`src/rtl/core/gsc_pkg.sv`:
```
// ----------------------------------------------------------------------------
// gsc_pkg
// Shared types and constants of the grid slot coverage checker.
// ----------------------------------------------------------------------------
package gsc_pkg;

  // Error codes, also the encoding of the result's error_code field
  typedef enum logic [2:0] {
    ERR_NONE  = 3'd0,
    ERR_SIZE  = 3'd1,
    ERR_CLASS = 3'd2,
    ERR_TRAY  = 3'd3,
    ERR_COORD = 3'd4,
    ERR_DUP   = 3'd5
  } err_e;

  // Configuration register indexes
  localparam logic REG_FULL_MODE  = 1'b0;
  localparam logic REG_COORD_BASE = 1'b1;

  localparam logic [7:0]  CLASS_MAX = 8'd2;
  localparam logic [15:0] COUNT_MAX = 16'hFFFF;
  localparam logic [8:0]  SEEN_MAX  = 9'd511;

  localparam int unsigned IN_DATA_W  = 56;
  localparam int unsigned OUT_DATA_W = 16;

  // One frame result
  typedef struct packed {
    logic [8:0] rows_seen;
    logic       dup;
    err_e       err;
    logic       ok;
  } res_t;

endpackage

```
`src/rtl/core/gsc_frame.sv`:
```
// ----------------------------------------------------------------------------
// gsc_frame
// Slot bitmap, row count, first error and the frame result register.
// ----------------------------------------------------------------------------
module gsc_frame #(
  parameter int unsigned TRAY_COUNT = 4,
  parameter int unsigned TRAY_COLS  = 8,
  parameter int unsigned TRAY_ROWS  = 8,
  localparam int unsigned SLOT_TOTAL = TRAY_COUNT * TRAY_COLS * TRAY_ROWS,
  localparam int unsigned SLOT_W = (SLOT_TOTAL > 1) ? $clog2(SLOT_TOTAL) : 1
) (
  input  logic               clk_i,
  input  logic               rst_ni,
  input  logic               fire_i,
  input  logic               last_i,
  input  gsc_pkg::err_e      chk_err_i,
  input  logic [SLOT_W-1:0]  slot_i,
  input  logic               full_mode_i,
  input  logic               res_ready_i,
  output logic               res_valid_o,
  output gsc_pkg::res_t      res_o
);

  logic [SLOT_TOTAL-1:0] taken_q;
  logic [15:0]           cnt_q, cnt_d;
  gsc_pkg::err_e         first_err_q, first_err_d;
  gsc_pkg::err_e         row_err;
  gsc_pkg::err_e         final_err;
  logic                  size_bad;
  logic                  res_valid_q;
  gsc_pkg::res_t         res_q, res_d;

  assign cnt_d = (cnt_q == gsc_pkg::COUNT_MAX) ? cnt_q : cnt_q + 16'd1;

  always_comb begin
    priority if (chk_err_i != gsc_pkg::ERR_NONE) begin
      row_err = chk_err_i;
    end else if (taken_q[slot_i]) begin
      row_err = gsc_pkg::ERR_DUP;
    end else begin
      row_err = gsc_pkg::ERR_NONE;
    end
  end

  assign first_err_d = (first_err_q == gsc_pkg::ERR_NONE) ? row_err : first_err_q;

  // Size rule: exact total in full mode, below total in sparse mode
  assign size_bad = full_mode_i ? ({1'b0, cnt_d} != 17'(SLOT_TOTAL))
                                : ({1'b0, cnt_d} >= 17'(SLOT_TOTAL));
  assign final_err = size_bad ? gsc_pkg::ERR_SIZE : first_err_d;

  always_comb begin
    res_d.ok        = (final_err == gsc_pkg::ERR_NONE);
    res_d.err       = final_err;
    res_d.dup       = (final_err == gsc_pkg::ERR_DUP);
    res_d.rows_seen = (cnt_d > 16'(gsc_pkg::SEEN_MAX)) ? gsc_pkg::SEEN_MAX : cnt_d[8:0];
  end

  always_ff @(posedge clk_i or negedge rst_ni) begin
    if (!rst_ni) begin
      taken_q     <= '0;
      cnt_q       <= '0;
      first_err_q <= gsc_pkg::ERR_NONE;
      res_valid_q <= 1'b0;
    end else begin
      if (fire_i && last_i) begin
        taken_q     <= '0;
        cnt_q       <= '0;
        first_err_q <= gsc_pkg::ERR_NONE;
        res_valid_q <= 1'b1;
      end else begin
        if (fire_i) begin
          if (row_err == gsc_pkg::ERR_NONE) begin
            taken_q[slot_i] <= 1'b1;
          end
          cnt_q       <= cnt_d;
          first_err_q <= first_err_d;
        end
        if (res_ready_i) begin
          res_valid_q <= 1'b0;
        end
      end
    end
  end

  always_ff @(posedge clk_i) begin
    if (fire_i && last_i) begin
      res_q <= res_d;
    end
  end

  assign res_valid_o = res_valid_q;
  assign res_o       = res_q;

`ifndef SYNTHESIS
  a_last_gives_result: assert property (@(posedge clk_i) disable iff (!rst_ni)
    fire_i && last_i |=> res_valid_q)
    else $error("frame end did not raise a result");

  a_frame_cleared: assert property (@(posedge clk_i) disable iff (!rst_ni)
    fire_i && last_i |=> (cnt_q == 16'd0) && (first_err_q == gsc_pkg::ERR_NONE))
    else $error("frame state not cleared after frame end");

  a_ok_matches_code: assert property (@(posedge clk_i) disable iff (!rst_ni)
    res_valid_q |-> (res_q.ok == (res_q.err == gsc_pkg::ERR_NONE)) &&
                    (res_q.dup == (res_q.err == gsc_pkg::ERR_DUP)))
    else $error("result flags disagree with error code");

  a_rows_nonzero: assert property (@(posedge clk_i) disable iff (!rst_ni)
    res_valid_q |-> (res_q.rows_seen != 9'd0))
    else $error("result with zero rows");

  a_no_overwrite: assert property (@(posedge clk_i) disable iff (!rst_ni)
    fire_i && last_i |-> !res_valid_q || res_ready_i)
    else $error("pending result overwritten");
`endif

endmodule

```
`config.mk`:
```
export PLATFORM = sky130hd
export DESIGN_NAME = gsc_frame
export DESIGN_NICKNAME = d
export VERILOG_FILES = /design/src/rtl/core/gsc_pkg.sv /design/src/rtl/core/gsc_frame.sv
export SDC_FILE = /design/constraint.sdc
export NUM_CORES = 1
export LEC_CHECK = 0
export ABC_AREA = 1
export BUFFER_PORTS_ARGS = -buffer_cell sky130_fd_sc_hd__buf_2
export CAP_MARGIN = 20
export CELL_PAD_IN_SITES_DETAIL_PLACEMENT = 0
export CELL_PAD_IN_SITES_GLOBAL_PLACEMENT = 1
export CORE_MARGIN = 2
export CORE_UTILIZATION = 45
export CTS_CLUSTER_SIZE = 30
export DETAILED_ROUTE_END_ITERATION = 8
export GPL_TIMING_DRIVEN = 0
export PLACE_DENSITY = 0.85
export REMOVE_ABC_BUFFERS = 1
export SLEW_MARGIN = 20
export SYNTH_ARGS = -nofsm -noshare
export SYNTH_HDL_FRONTEND = slang
export SYNTH_SLANG_ARGS = --single-unit
```
`constraint.sdc`:
```
create_clock -name clk_i -period 5.7 [get_ports clk_i]
set_input_delay 0 -clock clk_i [delete_from_list [all_inputs] [get_ports clk_i]]
set_output_delay 0 -clock clk_i [all_outputs]
set_load 0.01 [all_outputs]
```
==> impl_metrics.csv <==
group,metric,value,unit
cts,cts.sinks,290,
cells_and_area,syn2layout_area_growth,13.4,%
worst_setup_path,worst-setup-path-type,"in -> reg",
floorplanning,core,32500,um2
cells_and_area,final_cell_mix,"nand2_1 (469), inv_1 (297), nand3_1 (296), dfrtp_1 (276), a21oi_1 (269)",
placement,hpwl,25000,um
floorplanning,rows,66,
sta,slew_violations,0,
sta,fin_crit_sh,73.7,%
sta,setup_viol,0,
detailed_routing,viasPerCell,5.32,
cts,cts_made_buffers,31,
cts,cts_tree,"built",
cells_and_area,antenna_cells,0,
global_routing,grt_max_degree,102,
cells_and_area,regArea,7330,um2
sta,skew,0.0279,ns
power,vdd_drop_max,0.240,mV
yosys,syn-instance-count,2003,
worst_setup_path,endpoint_kind,"flip-flop",
yosys,synth_top_area_share,46.5,%
floorplanning,io_pins,32,
sta,max_slew.worst_pin.slew,1.15,ns
cells_and_area,multi_input_area,5880,um2
placement,placed_cells,2371,
power,p_per_area,270,nW/um2
sta,final_hold_viol_count,0,
placement,io_buffers,31,
cts,cts-resized-gates,0,
yosys,synth_area_leaders,"dfrtp_1 (46%), nand2_1 (12%), nand3_1 (10%)",
global_routing,grt_use_total,24.9,%
placement,gp_congestion,0.812,
yosys,syn_area,14900,um2
worst_setup_path,worst_setup_path_start_kind,"primary input",
sta,fin_crit,4.20,ns
yosys,ys_warn_count,0,
cts,clock_latency,0.58,ns
sta,fmax,238,MHz
cells_and_area,fillers,3249,
yosys,syn_area_per_cell,7.42,um2
run,max-cap-violations,0,
floorplanning,initial_core_util,45.7,%
floorplanning,die_area,34500,um2
sta,slew_headroom,23.1,%
detailed_routing,wl_per_cell,17.1,um
worst_setup_path,cp.required,6.17,ns
detailed_routing,wirelength,41900,um
yosys,synth_seq_cells,290,
cts,clk_pin_slew,0.06,ns
sta,setup_ws,1.50,ns
worst_setup_path,worstPathMaxFanout,92,
detailed_routing,drt_pass1_iterations,5,
yosys,synth.distinct_cells,27,
worst_hold_path,min_path_type,"in -> async",
floorplanning,die_x,186,um
detailed_routing,postRouteAntennaNets,0,
global_routing,grt_first_pass_wirelength,68100,um
detailed_routing,vias,13000,
detailed_routing,drt_iter0_drc,1152,
global_routing,antenna_found_initial,0,
cells_and_area,final_cells,2442,
cts,cts_hold_buf,14,
sta,rsz0062_at_grt,"false",
cells_and_area,final_nets,1995,
global_routing,overflow,0,
power,p_leak,0.00735,uW
cts,postCtsSetupRepairBufs,0,
floorplanning,die_h,186,um
cells_and_area,drive_gt1_share,7.55,%
cts,cts_root_buf,"clkbuf_16",
detailed_routing,drc,0,
global_routing,grt_pass1_vias,12400,
run_status,status,"finished clean",
cells_and_area,final_common_cell,"nand2_1",
cts,h-tree-depth,1,
worst_setup_path,crit_arrival,4.67,ns
cts,cts_buffer_depth,3,
yosys,ys_seq_area_share,49.3,%
yosys,synth_top_area_cell,"dfrtp_1",
placement,place_ws,1.04,ns
-- cell usage after synthesis --
master	n
nand2_1	469
inv_1	297
nand3_1	296
dfrtp_1	276
a21oi_1	269
nor2_1	97
o21ai_0	78
clkbuf_1	77
buf_4	27
buf_2	23
o21ai_1	17
edfxtp_1	14
nand4_1	12
o22ai_1	11
buf_1	9
xor2_1	9
nor3_1	8
inv_2	3
nand3b_1	2
or2_2	2
a211oi_1	1
and2_1	1
clkinv_1	1
ha_1	1
nor2_2	1
nor2_4	1
nor4_1	1
-- metrics by stage --
stage | TNS, ns | total power, uW | hold WS (ns) | area, um2 | util [%]
CTS | 0 | 4570 | 0.00644 | 16800 | 51.8
finish | 0 | 4540 | 0.0204 | 16900 | 51.8
global route | 0 | 4700 | 0.0799 | 16900 | 51.8
floorplan | -293.33 | 2320 | -0.296 | 14200 | -
global placement | -2357.48 | 2500 | 0.194 | 14900 | 45.9
detailed placement | 0 | 2540 | -0.138 | 15700 | 48.2
-- registers in the layout, indices dropped and copies added, names as in the netlist --
register and count:
cnt_q 16, first_err_q 3, res_valid_o 1, res_o 14
taken_q 256
-- power by group --
part | switching [uW] | total [uW] | internal, uW
Combinational | 298 | 402 | 104
Sequential | 15.9 | 2120 | 2110
Clock | 836 | 2020 | 1180
Total | 1150 | 4540 | 3390
-- cells by family (layout without fill, tap and decap cells) --
kind of cell               Yosys count  count (layout)  synth area share, %
and+or+nand+nor                    890             890                 25.4
buffers and inverters              437             434                 11.9
AOI/OAI and AO/OA                  376             376                 12.8
DFF                                290             290                 49.3
xor gates and xnor gates             9               9                0.530
adders and majority gates            1               1               0.0842
-- worst max-delay path: stages --
cell and delay, ns:
buf_8 0.39, inv_2 0.55, nand2_1 0.69, nor2_1 0.08, nor2_1 0.14, nand2_1 0.08
nand2_1 0.07, nand2_1 0.09, o21ai_1 0.13, nand2_1 0.12, nor2_1 0.13, nor2_1 0.05
nor2_1 0.10, nand2_1 0.20, nor2_4 0.48, buf_16 0.24, buf_16 0.18, buf_16 0.17
buf_12 0.20, buf_16 0.19, nand3_1 0.09, a21oi_1 0.16
-- layer usage --
metal	global-route usage, %	vias to the layer above	wire (um)
met2	40.1	342	19600
met5	0	-	0
met1	35.1	6254	18800
li1	-	6328	-
met3	3.46	77	2350
met4	7.34	0	1140
-- path summary, 6_finish.rpt --
| kind | to | depth (start not counted) | start | slack (ns) |
|---|---|---|---|---|
| min reg2reg | taken_q[206] | 2 | taken_q[206] | 0.51 |
| max in group asynchronous | taken_q[141] | 4 | rst_ni | 4.85 |
| max | taken_q[136] | 22 | slot_i[0] | 1.50 |
| min in group clk_i | res_o[1] | 5 | full_mode_i | 0.02 |
| max reg2reg | taken_q[136] | 20 | taken_q[89] | 2.24 |
| min | taken_q[38] | 3 | rst_ni | 0.02 |
-- area by class of cell --
type	instances	area share [%]
flip-flops and latches	290	43.5
multi-input cells	1276	34.9
inverters	301	6.75
clock buffers	51	5.70
repair buffers	77	5.61
well taps	442	3.28
clock inverters	5	0.297
No activity file was read; power rests on OpenSTA's default activity.
